**src/usd_pkg.sv**
```systemverilog
// ----------------------------------------------------------------------------
// usd_pkg
// Shared types and codes for the byte stream to 16-bit character decoder.
// ----------------------------------------------------------------------------
package usd_pkg;

  // encoding_mode codes (5 to 7 decode as utf-8)
  localparam logic [2:0] MODE_UTF8  = 3'd0;
  localparam logic [2:0] MODE_U16LE = 3'd1;
  localparam logic [2:0] MODE_U16BE = 3'd2;
  localparam logic [2:0] MODE_U32LE = 3'd3;
  localparam logic [2:0] MODE_U32BE = 3'd4;

  // result_kind codes
  localparam logic [1:0] KIND_CHAR    = 2'd0;
  localparam logic [1:0] KIND_DROPPED = 2'd1;
  localparam logic [1:0] KIND_SHORT   = 2'd2;

  localparam logic [15:0] CHAR_STRAY   = 16'h003F;  // '?'
  localparam logic [15:0] CHAR_REPLACE = 16'hFFFD;

  typedef struct packed {
    logic [15:0] acc;        // utf-8 code point being built
    logic [2:0]  remaining;  // utf-8 continuation bytes still expected
    logic [23:0] assembler;  // earlier bytes of a utf-16/utf-32 unit
    logic [1:0]  phase;      // bytes of the current unit already held
  } stream_state_t;

  typedef struct packed {
    logic        emit;
    logic [15:0] ch;
    logic [1:0]  kind;
    logic        last;
  } step_result_t;

endpackage

```
**src/usd_decode_core.sv**
```systemverilog
// ----------------------------------------------------------------------------
// usd_decode_core
// Next-state and result logic for one byte of the stream.
// ----------------------------------------------------------------------------
module usd_decode_core
  import usd_pkg::*;
(
  input  logic [2:0]    mode,
  input  stream_state_t state,
  input  logic [7:0]    byte_in,
  input  logic          stream_end,
  output stream_state_t state_nxt,
  output step_result_t  result
);

  logic        unit_mode;
  logic        is16;
  logic        unit_done;
  logic [2:0]  rem_dec;
  logic [15:0] cont_add;
  logic [15:0] acc_sum;
  logic [2:0]  lead_n;
  logic [15:0] lead_acc;
  logic [7:0]  b0, b1, b2;
  logic [15:0] unit_ch;

  assign unit_mode = (mode == MODE_U16LE) || (mode == MODE_U16BE) ||
                     (mode == MODE_U32LE) || (mode == MODE_U32BE);
  assign is16      = (mode == MODE_U16LE) || (mode == MODE_U16BE);
  assign unit_done = is16 ? (state.phase >= 2'd1) : (state.phase == 2'd3);

  assign b0 = state.assembler[7:0];
  assign b1 = state.assembler[15:8];
  assign b2 = state.assembler[23:16];

  // continuation byte payload placed by the count still to come
  assign rem_dec = state.remaining - 3'd1;
  always_comb begin
    case (rem_dec)
      3'd0:    cont_add = {10'd0, byte_in[5:0]};
      3'd1:    cont_add = {4'd0, byte_in[5:0], 6'd0};
      3'd2:    cont_add = {byte_in[3:0], 12'd0};
      default: cont_add = 16'd0;
    endcase
  end
  assign acc_sum = state.acc + cont_add;

  // continuation bytes announced by a lead byte (its leading ones less one)
  always_comb begin
    if (byte_in[7:5] == 3'b110) begin
      lead_n = 3'd1;
    end else if (byte_in[7:4] == 4'b1110) begin
      lead_n = 3'd2;
    end else if (byte_in[7:3] == 5'b11110) begin
      lead_n = 3'd3;
    end else if (byte_in[7:2] == 6'b111110) begin
      lead_n = 3'd4;
    end else if (byte_in[7:1] == 7'b1111110) begin
      lead_n = 3'd5;
    end else if (byte_in == 8'hFE) begin
      lead_n = 3'd6;
    end else if (byte_in == 8'hFF) begin
      lead_n = 3'd7;
    end else begin
      lead_n = 3'd0;
    end
  end

  always_comb begin
    case (lead_n)
      3'd1:    lead_acc = {5'd0, byte_in[4:0], 6'd0};
      3'd2:    lead_acc = {byte_in[3:0], 12'd0};
      default: lead_acc = 16'd0;
    endcase
  end

  always_comb begin
    case (mode)
      MODE_U16LE: unit_ch = {byte_in, b0};
      MODE_U16BE: unit_ch = {b0, byte_in};
      MODE_U32LE: unit_ch = (b2 != 8'd0 || byte_in != 8'd0) ? CHAR_REPLACE : {b1, b0};
      MODE_U32BE: unit_ch = (b0 != 8'd0 || b1 != 8'd0) ? CHAR_REPLACE : {b2, byte_in};
      default:    unit_ch = 16'd0;
    endcase
  end

  always_comb begin
    state_nxt   = state;
    result      = '0;
    result.last = stream_end;
    if (unit_mode) begin
      if (!unit_done) begin
        case (state.phase)
          2'd0:    state_nxt.assembler[7:0]   = byte_in;
          2'd1:    state_nxt.assembler[15:8]  = byte_in;
          2'd2:    state_nxt.assembler[23:16] = byte_in;
          default: state_nxt.assembler        = state.assembler;
        endcase
        state_nxt.phase = state.phase + 2'd1;
        result.emit = stream_end;
        result.kind = KIND_DROPPED;
      end else begin
        state_nxt.assembler = '0;
        state_nxt.phase     = 2'd0;
        result.emit = 1'b1;
        result.ch   = unit_ch;
        result.kind = KIND_CHAR;
      end
    end else if (state.remaining != 3'd0) begin
      state_nxt.remaining = rem_dec;
      if (rem_dec == 3'd0) begin
        state_nxt.acc = 16'd0;
        result.emit = 1'b1;
        result.ch   = acc_sum;
        result.kind = KIND_CHAR;
      end else begin
        state_nxt.acc = acc_sum;
        result.emit = stream_end;
        result.ch   = acc_sum;
        result.kind = KIND_SHORT;
      end
    end else if (!byte_in[7]) begin
      result.emit = 1'b1;
      result.ch   = {8'd0, byte_in};
    end else if (!byte_in[6]) begin
      result.emit = 1'b1;
      result.ch   = CHAR_STRAY;
    end else begin
      state_nxt.acc       = lead_acc;
      state_nxt.remaining = lead_n;
      result.emit = stream_end;
      result.ch   = lead_acc;
      result.kind = KIND_SHORT;
    end
    // the final byte of a stream always restarts decoding
    if (stream_end) begin
      state_nxt = '0;
    end
  end

endmodule

```
**src/unicode_stream_to_utf16_decoder.sv**
```systemverilog
// ----------------------------------------------------------------------------
// unicode_stream_to_utf16_decoder
// Byte stream (utf-8, utf-16 le/be, utf-32 le/be) to 16-bit characters.
// ----------------------------------------------------------------------------
// Unless stalled, one byte beat goes in per cycle and at most one character
// beat comes out in the cycle after its last byte. Throughput is one byte per
// clock: the decode is a single pass of shifts and masks between the stream
// state registers and the output register, and a byte is accepted whenever
// the output register is empty or being drained in the same cycle. utf-8 is
// decoded leniently: a stray continuation byte gives '?', a lead byte's
// leading ones set how many bytes follow with no check on them, and the code
// point is kept modulo 2^16. utf-32 values above 0xFFFF become 0xFFFD. A
// byte flagged as stream end always yields exactly one beat with last set:
// a dropped partial unit shows as char 0 with kind 1, a cut-short utf-8
// sequence as the value so far with kind 2. Writing encoding_mode clears the
// stream state; write it only while the block is idle.
module unicode_stream_to_utf16_decoder
  import usd_pkg::*;
(
  input  logic        clk,
  input  logic        rst_n,
  // configuration
  input  logic        cfg_write_en,
  input  logic [2:0]  cfg_encoding_mode,
  // byte input
  input  logic        in_valid,
  output logic        in_ready,
  input  logic [7:0]  in_byte_in,
  input  logic        in_stream_end,
  // character output
  output logic        out_valid,
  input  logic        out_ready,
  output logic [15:0] out_char_out,
  output logic [1:0]  out_result_kind,
  output logic        out_last_out
);

  logic [2:0]    mode_r;
  stream_state_t state_r;
  stream_state_t state_nxt;
  step_result_t  step_res;
  logic          in_accept;

  logic          out_valid_r;
  logic [15:0]   char_r;
  logic [1:0]    kind_r;
  logic          last_r;

  // take a byte whenever the output register is free or draining
  assign in_ready  = !out_valid_r || out_ready;
  assign in_accept = in_valid && in_ready;

  usd_decode_core u_core (
    .mode       (mode_r),
    .state      (state_r),
    .byte_in    (in_byte_in),
    .stream_end (in_stream_end),
    .state_nxt  (state_nxt),
    .result     (step_res)
  );

  // mode register and stream state
  always_ff @(posedge clk) begin
    if (!rst_n) begin
      mode_r  <= MODE_UTF8;
      state_r <= '0;
    end else if (cfg_write_en) begin
      // new mode abandons anything in progress
      mode_r  <= cfg_encoding_mode;
      state_r <= '0;
    end else if (in_accept) begin
      state_r <= state_nxt;
    end
  end

  // output beat valid
  always_ff @(posedge clk) begin
    if (!rst_n) begin
      out_valid_r <= 1'b0;
    end else if (in_accept) begin
      out_valid_r <= step_res.emit;
    end else if (out_ready) begin
      out_valid_r <= 1'b0;
    end
  end

  // output payload, loaded only with a new beat
  always_ff @(posedge clk) begin
    if (in_accept && step_res.emit) begin
      char_r <= step_res.ch;
      kind_r <= step_res.kind;
      last_r <= step_res.last;
    end
  end

  assign out_valid       = out_valid_r;
  assign out_char_out    = char_r;
  assign out_result_kind = kind_r;
  assign out_last_out    = last_r;

endmodule

```
**config.mk**
```make
export PLATFORM = sky130hd
export DESIGN_NAME = unicode_stream_to_utf16_decoder
export DESIGN_NICKNAME = d
export VERILOG_FILES = /design/src/usd_pkg.sv /design/src/usd_decode_core.sv /design/src/unicode_stream_to_utf16_decoder.sv
export SDC_FILE = /design/constraint.sdc
export NUM_CORES = 1
export LEC_CHECK = 0
export ABC_CLOCK_PERIOD_IN_PS = 3800
export BUFFER_PORTS_ARGS = -buffer_cell sky130_fd_sc_hd__buf_4
export CAP_MARGIN = 20
export CORE_UTILIZATION = 54
export CTS_CLUSTER_DIAMETER = 80
export CTS_CLUSTER_SIZE = 10
export DETAILED_ROUTE_END_ITERATION = 10
export GPL_TIMING_DRIVEN = 0
export HOLD_SLACK_MARGIN = 0.06
export PLACE_DENSITY = 0.75
export SYNTH_ARGS = -nofsm -noshare
export SYNTH_HDL_FRONTEND = slang
export SYNTH_HIERARCHICAL = 1
export SYNTH_SLANG_ARGS = --single-unit
```
**constraint.sdc**
```tcl
create_clock -name clk -period 3.8 [get_ports clk]
set_input_delay 0.38 -clock clk [delete_from_list [all_inputs] [get_ports clk]]
set_output_delay 0.38 -clock clk [all_outputs]
set_load 0.02 [all_outputs]
```
==> out/metrics.yaml <==
worst_setup_path:
  reg2reg_slack_ns: 0.20
  critPathArrivalTime_ns: 3.70
  critical_path.max_stage_delay_ns: 0.46
  cpMaxStageDelayCell: "fa_1"
  cp.required_ns: 3.90
  rr_startpoint: "state_r[26]$_SDFFE_PP0P_"
  critPathMaxFanout: 7
  worst_setup_path_end_kind: "register"
  path_cells: "inv_1 > ha_2 > xnor2_4 > nand2_2 > nor2_1 > ha_1 > fa_1 > a21o_1 > a221oi_4 > nor3_2 > o41ai_4 > xnor2_1 > a221o_1"
  critPathLaunch: "state_r[26]$_SDFFE_PP0P_"
  path_class: "reg -> reg"
  startpoint_type: "register"
logic_synthesis:
  synthArstFlopShare_pct: 0
  synth_ff_type: "dfxtp_1"
  ys_top_cells_by_area: "dfxtp_1, edfxtp_1, nand4_1"
  syn_avg_cell_area_um2: 8.02
  synth-warning-count: 6
  synth_top_cell_by_area: "dfxtp_1"
  netlist-cell-type-count: 63
  seq_area_frac_synth_pct: 28.0
  synth_area_um2: 5550
  synth_cells: 692
  synth_top_area_share_pct: 17.7
  synth_edf_count: 19
  ys_seq_elements: 68
  syn-num-nets: 735
sta:
  slew_viol_final: 0
  fin_crit_sh_pct: 94.7
  slew_headroom_pct: 32.1
  worstMarginPinSlew_ns: 1.01
  fmax_ghz: 0.278
  setup_viol: 0
  hold_slack_ns: 0.285
  rsz0062_at_grt: "no"
  hold_viol: 0
  setup-tns-final_ns: 0
  period_needed_ns: 3.60
  fin_skew_ns: 0.0140
die:
  die-area_um2: 10700
  row_count: 36
  die_h_um: 103
  top_level_ports: 38
  core_um2: 9860
  start_util_pct: 56.2
  die_w_um: 103
clocking:
  cts_buffer_depth: 2
  cts_buffers: 9
  insertion_delay_ns: 0.35
  ctsHoldBuffers: 0
  root_buffer: "clkbuf_8"
  clk_pin_slew_ns: 0.08
  cts.sinks: 68
  tritoncts: "done"
  cts_max_level: 3
global_routing:
  grt_usage_pct: 35.6
  grt_max_degree: 20
  grt_pass1_vias: 5203
  antenna_found_initial: 0
  overflow: 0
  grt_pass1_wl_um: 28200
place:
  routabilityCongestion: 0.984
  placed_cells: 860
  port_buffers: 35
  hpwl_um: 13500
cells_and_area:
  ff_latch_area_um2: 1550
  final_cells: 877
  multi_input_area_um2: 3510
  final_nets: 782
  final_core_util_pct: 63.2
  syn2layout_area_growth_pct: 12.4
  diodes: 0
  fill_cells: 870
  drive_above_1_share_pct: 15.7
routing:
  drt_iter0_drc: 723
  drc: 0
  avgViaCountPerCell: 6.56
  avgRoutedWirePerCell_um: 21.0
  vias: 5753
  drt_wl_total_um: 18500
  dr.pass1.iters: 8
  ant_nets: 0
run_status:
  status: "complete, no violations"
worst_hold_path:
  hp-class: "in -> reg"
  worstHoldStart: "rst_n"
pwr:
  p_leak_nw: 2.41
  pwr_density_cell_nw_per_um2: 304
  max-vdd-ir-drop_mv: 0.280
  p_total_mw: 1.90
run:
  drv_cap: 0
cell usage after synthesis (all sizes together) (3+ instances only):
cell and instances:
a211o 3, a211oi 7, a21o 11, a21oi 41
a221o 5, a221oi 9, a22oi 38, a31oi 3
and2 5, and3 23, buf 31, clkbuf 31
dfxtp 49, edfxtp 19, ha 25, inv 14
mux2 9, mux2i 5, nand2 76, nand2b 9
nand3 7, nand4 51, nor2 71, nor2b 10
nor3 9, nor4 8, o211ai 3, o21a 5
o21ai 64, o221ai 3, o22ai 7, o2bb2ai 4
o311ai 3, xnor2 10, xor2 8
through the flow:
step / instance area [um^2] / setup WS (ns)
2_1_floorplan: 5550 / 0.484
3_3_place_gp: 5980 / -0.0379
3_5_place_dp: 5980 / -0.170
4_1_cts: 6210 / 0.0629
5_1_grt: 6240 / 0.0354
6_report: 6240 / 0.203
sequential cells by signal (all words and copies together) (netlist names):
register / flops
mode_r: 3
out_char_out: 16
out_last_out: 1
out_result_kind: 2
out_valid: 1
state_r: 45
cell families (layout without fill, tap and decap cells):
kind of cell	after synthesis	count (layout)	share of synthesized area, %
simple gates	275	275	24.7
compound gates	215	215	26.4
buf+inv	76	128	9.32
flops	68	68	28.0
fa+ha+maj	26	26	6.00
xor+xnor	18	18	2.84
mux	14	14	2.73
worst paths after layout:
path / endpoint / cells past startpoint
setup / recovery: out_char_out[14]$_DFFE_PP_ / 13
hold / removal: mode_r[0]$_SDFFE_PN0P_ / 2
setup reg to reg: out_char_out[14]$_DFFE_PP_ / 13
hold reg to reg: state_r[29]$_SDFFE_PP0P_ / 2
routing by layer:
metal  GRT usage (%)  vias up  wire length (um)
li1                -     2670                 -
met1            49.4     2662              7920
met2            53.8      364              7970
met3            7.33       57              1960
met4            14.4        0               591
met5               0        -                 0
timing repair:
item,CTS,global route
setup buffers,0,1
gates resized for setup,3,6
pin swaps,0,1
setup endpoints to repair,6,16
layout by cell type, fill, tap and decap left out, drive strengths merged, types with 5 or more instances in the layout:
cell type / count
a21o: 11
and2: 5
a211oi: 7
clkbuf: 40
inv: 16
xor2: 8
ha: 25
a221oi: 9
o22ai: 7
nor2b: 10
nor3: 9
nor4: 8
buf: 67
nand2b: 9
edfxtp: 19
nand2: 76
mux2: 9
a21oi: 41
mux2i: 5
and3: 23
o21a: 5
nor2: 71
dfxtp: 49
nand4: 51
nand3: 7
a221o: 5
xnor2: 10
o21ai: 64
a22oi: 38
worst max-delay path: cells and delay by family (launching register included):
| family | cells | cell delay (ns) |
|---|---|---|
| AO/OA/AOI/OAI | 4 | 1.19 |
| buffers and inverters | 1 | 0.13 |
| flip-flops | 1 | 0.41 |
| AND/OR/NAND/NOR | 3 | 0.37 |
| XOR/XNOR | 2 | 0.33 |
| adder cells (fa/ha/maj) | 3 | 0.93 |
power by group:
part / internal [mW] / total [mW] / switching (mW)
sequential: 0.773 / 0.786 / 0.0125
clock: 0.374 / 0.695 / 0.321
combinational: 0.144 / 0.417 / 0.272
total: 1.29 / 1.90 / 0.606
area by class of cell:
class                           instances  area share [%]
Multi-Input combinational cell        548            56.2
Clock buffer                            9            1.99
Sequential cell                        68            24.9
Timing Repair Buffer                   36            4.33
Clock inverter                          7            1.59
Buffer                                 62            7.46
Tap cell                              133            2.67
Inverter                               14           0.843
Note: power is estimated with default switching activity, not from simulation.
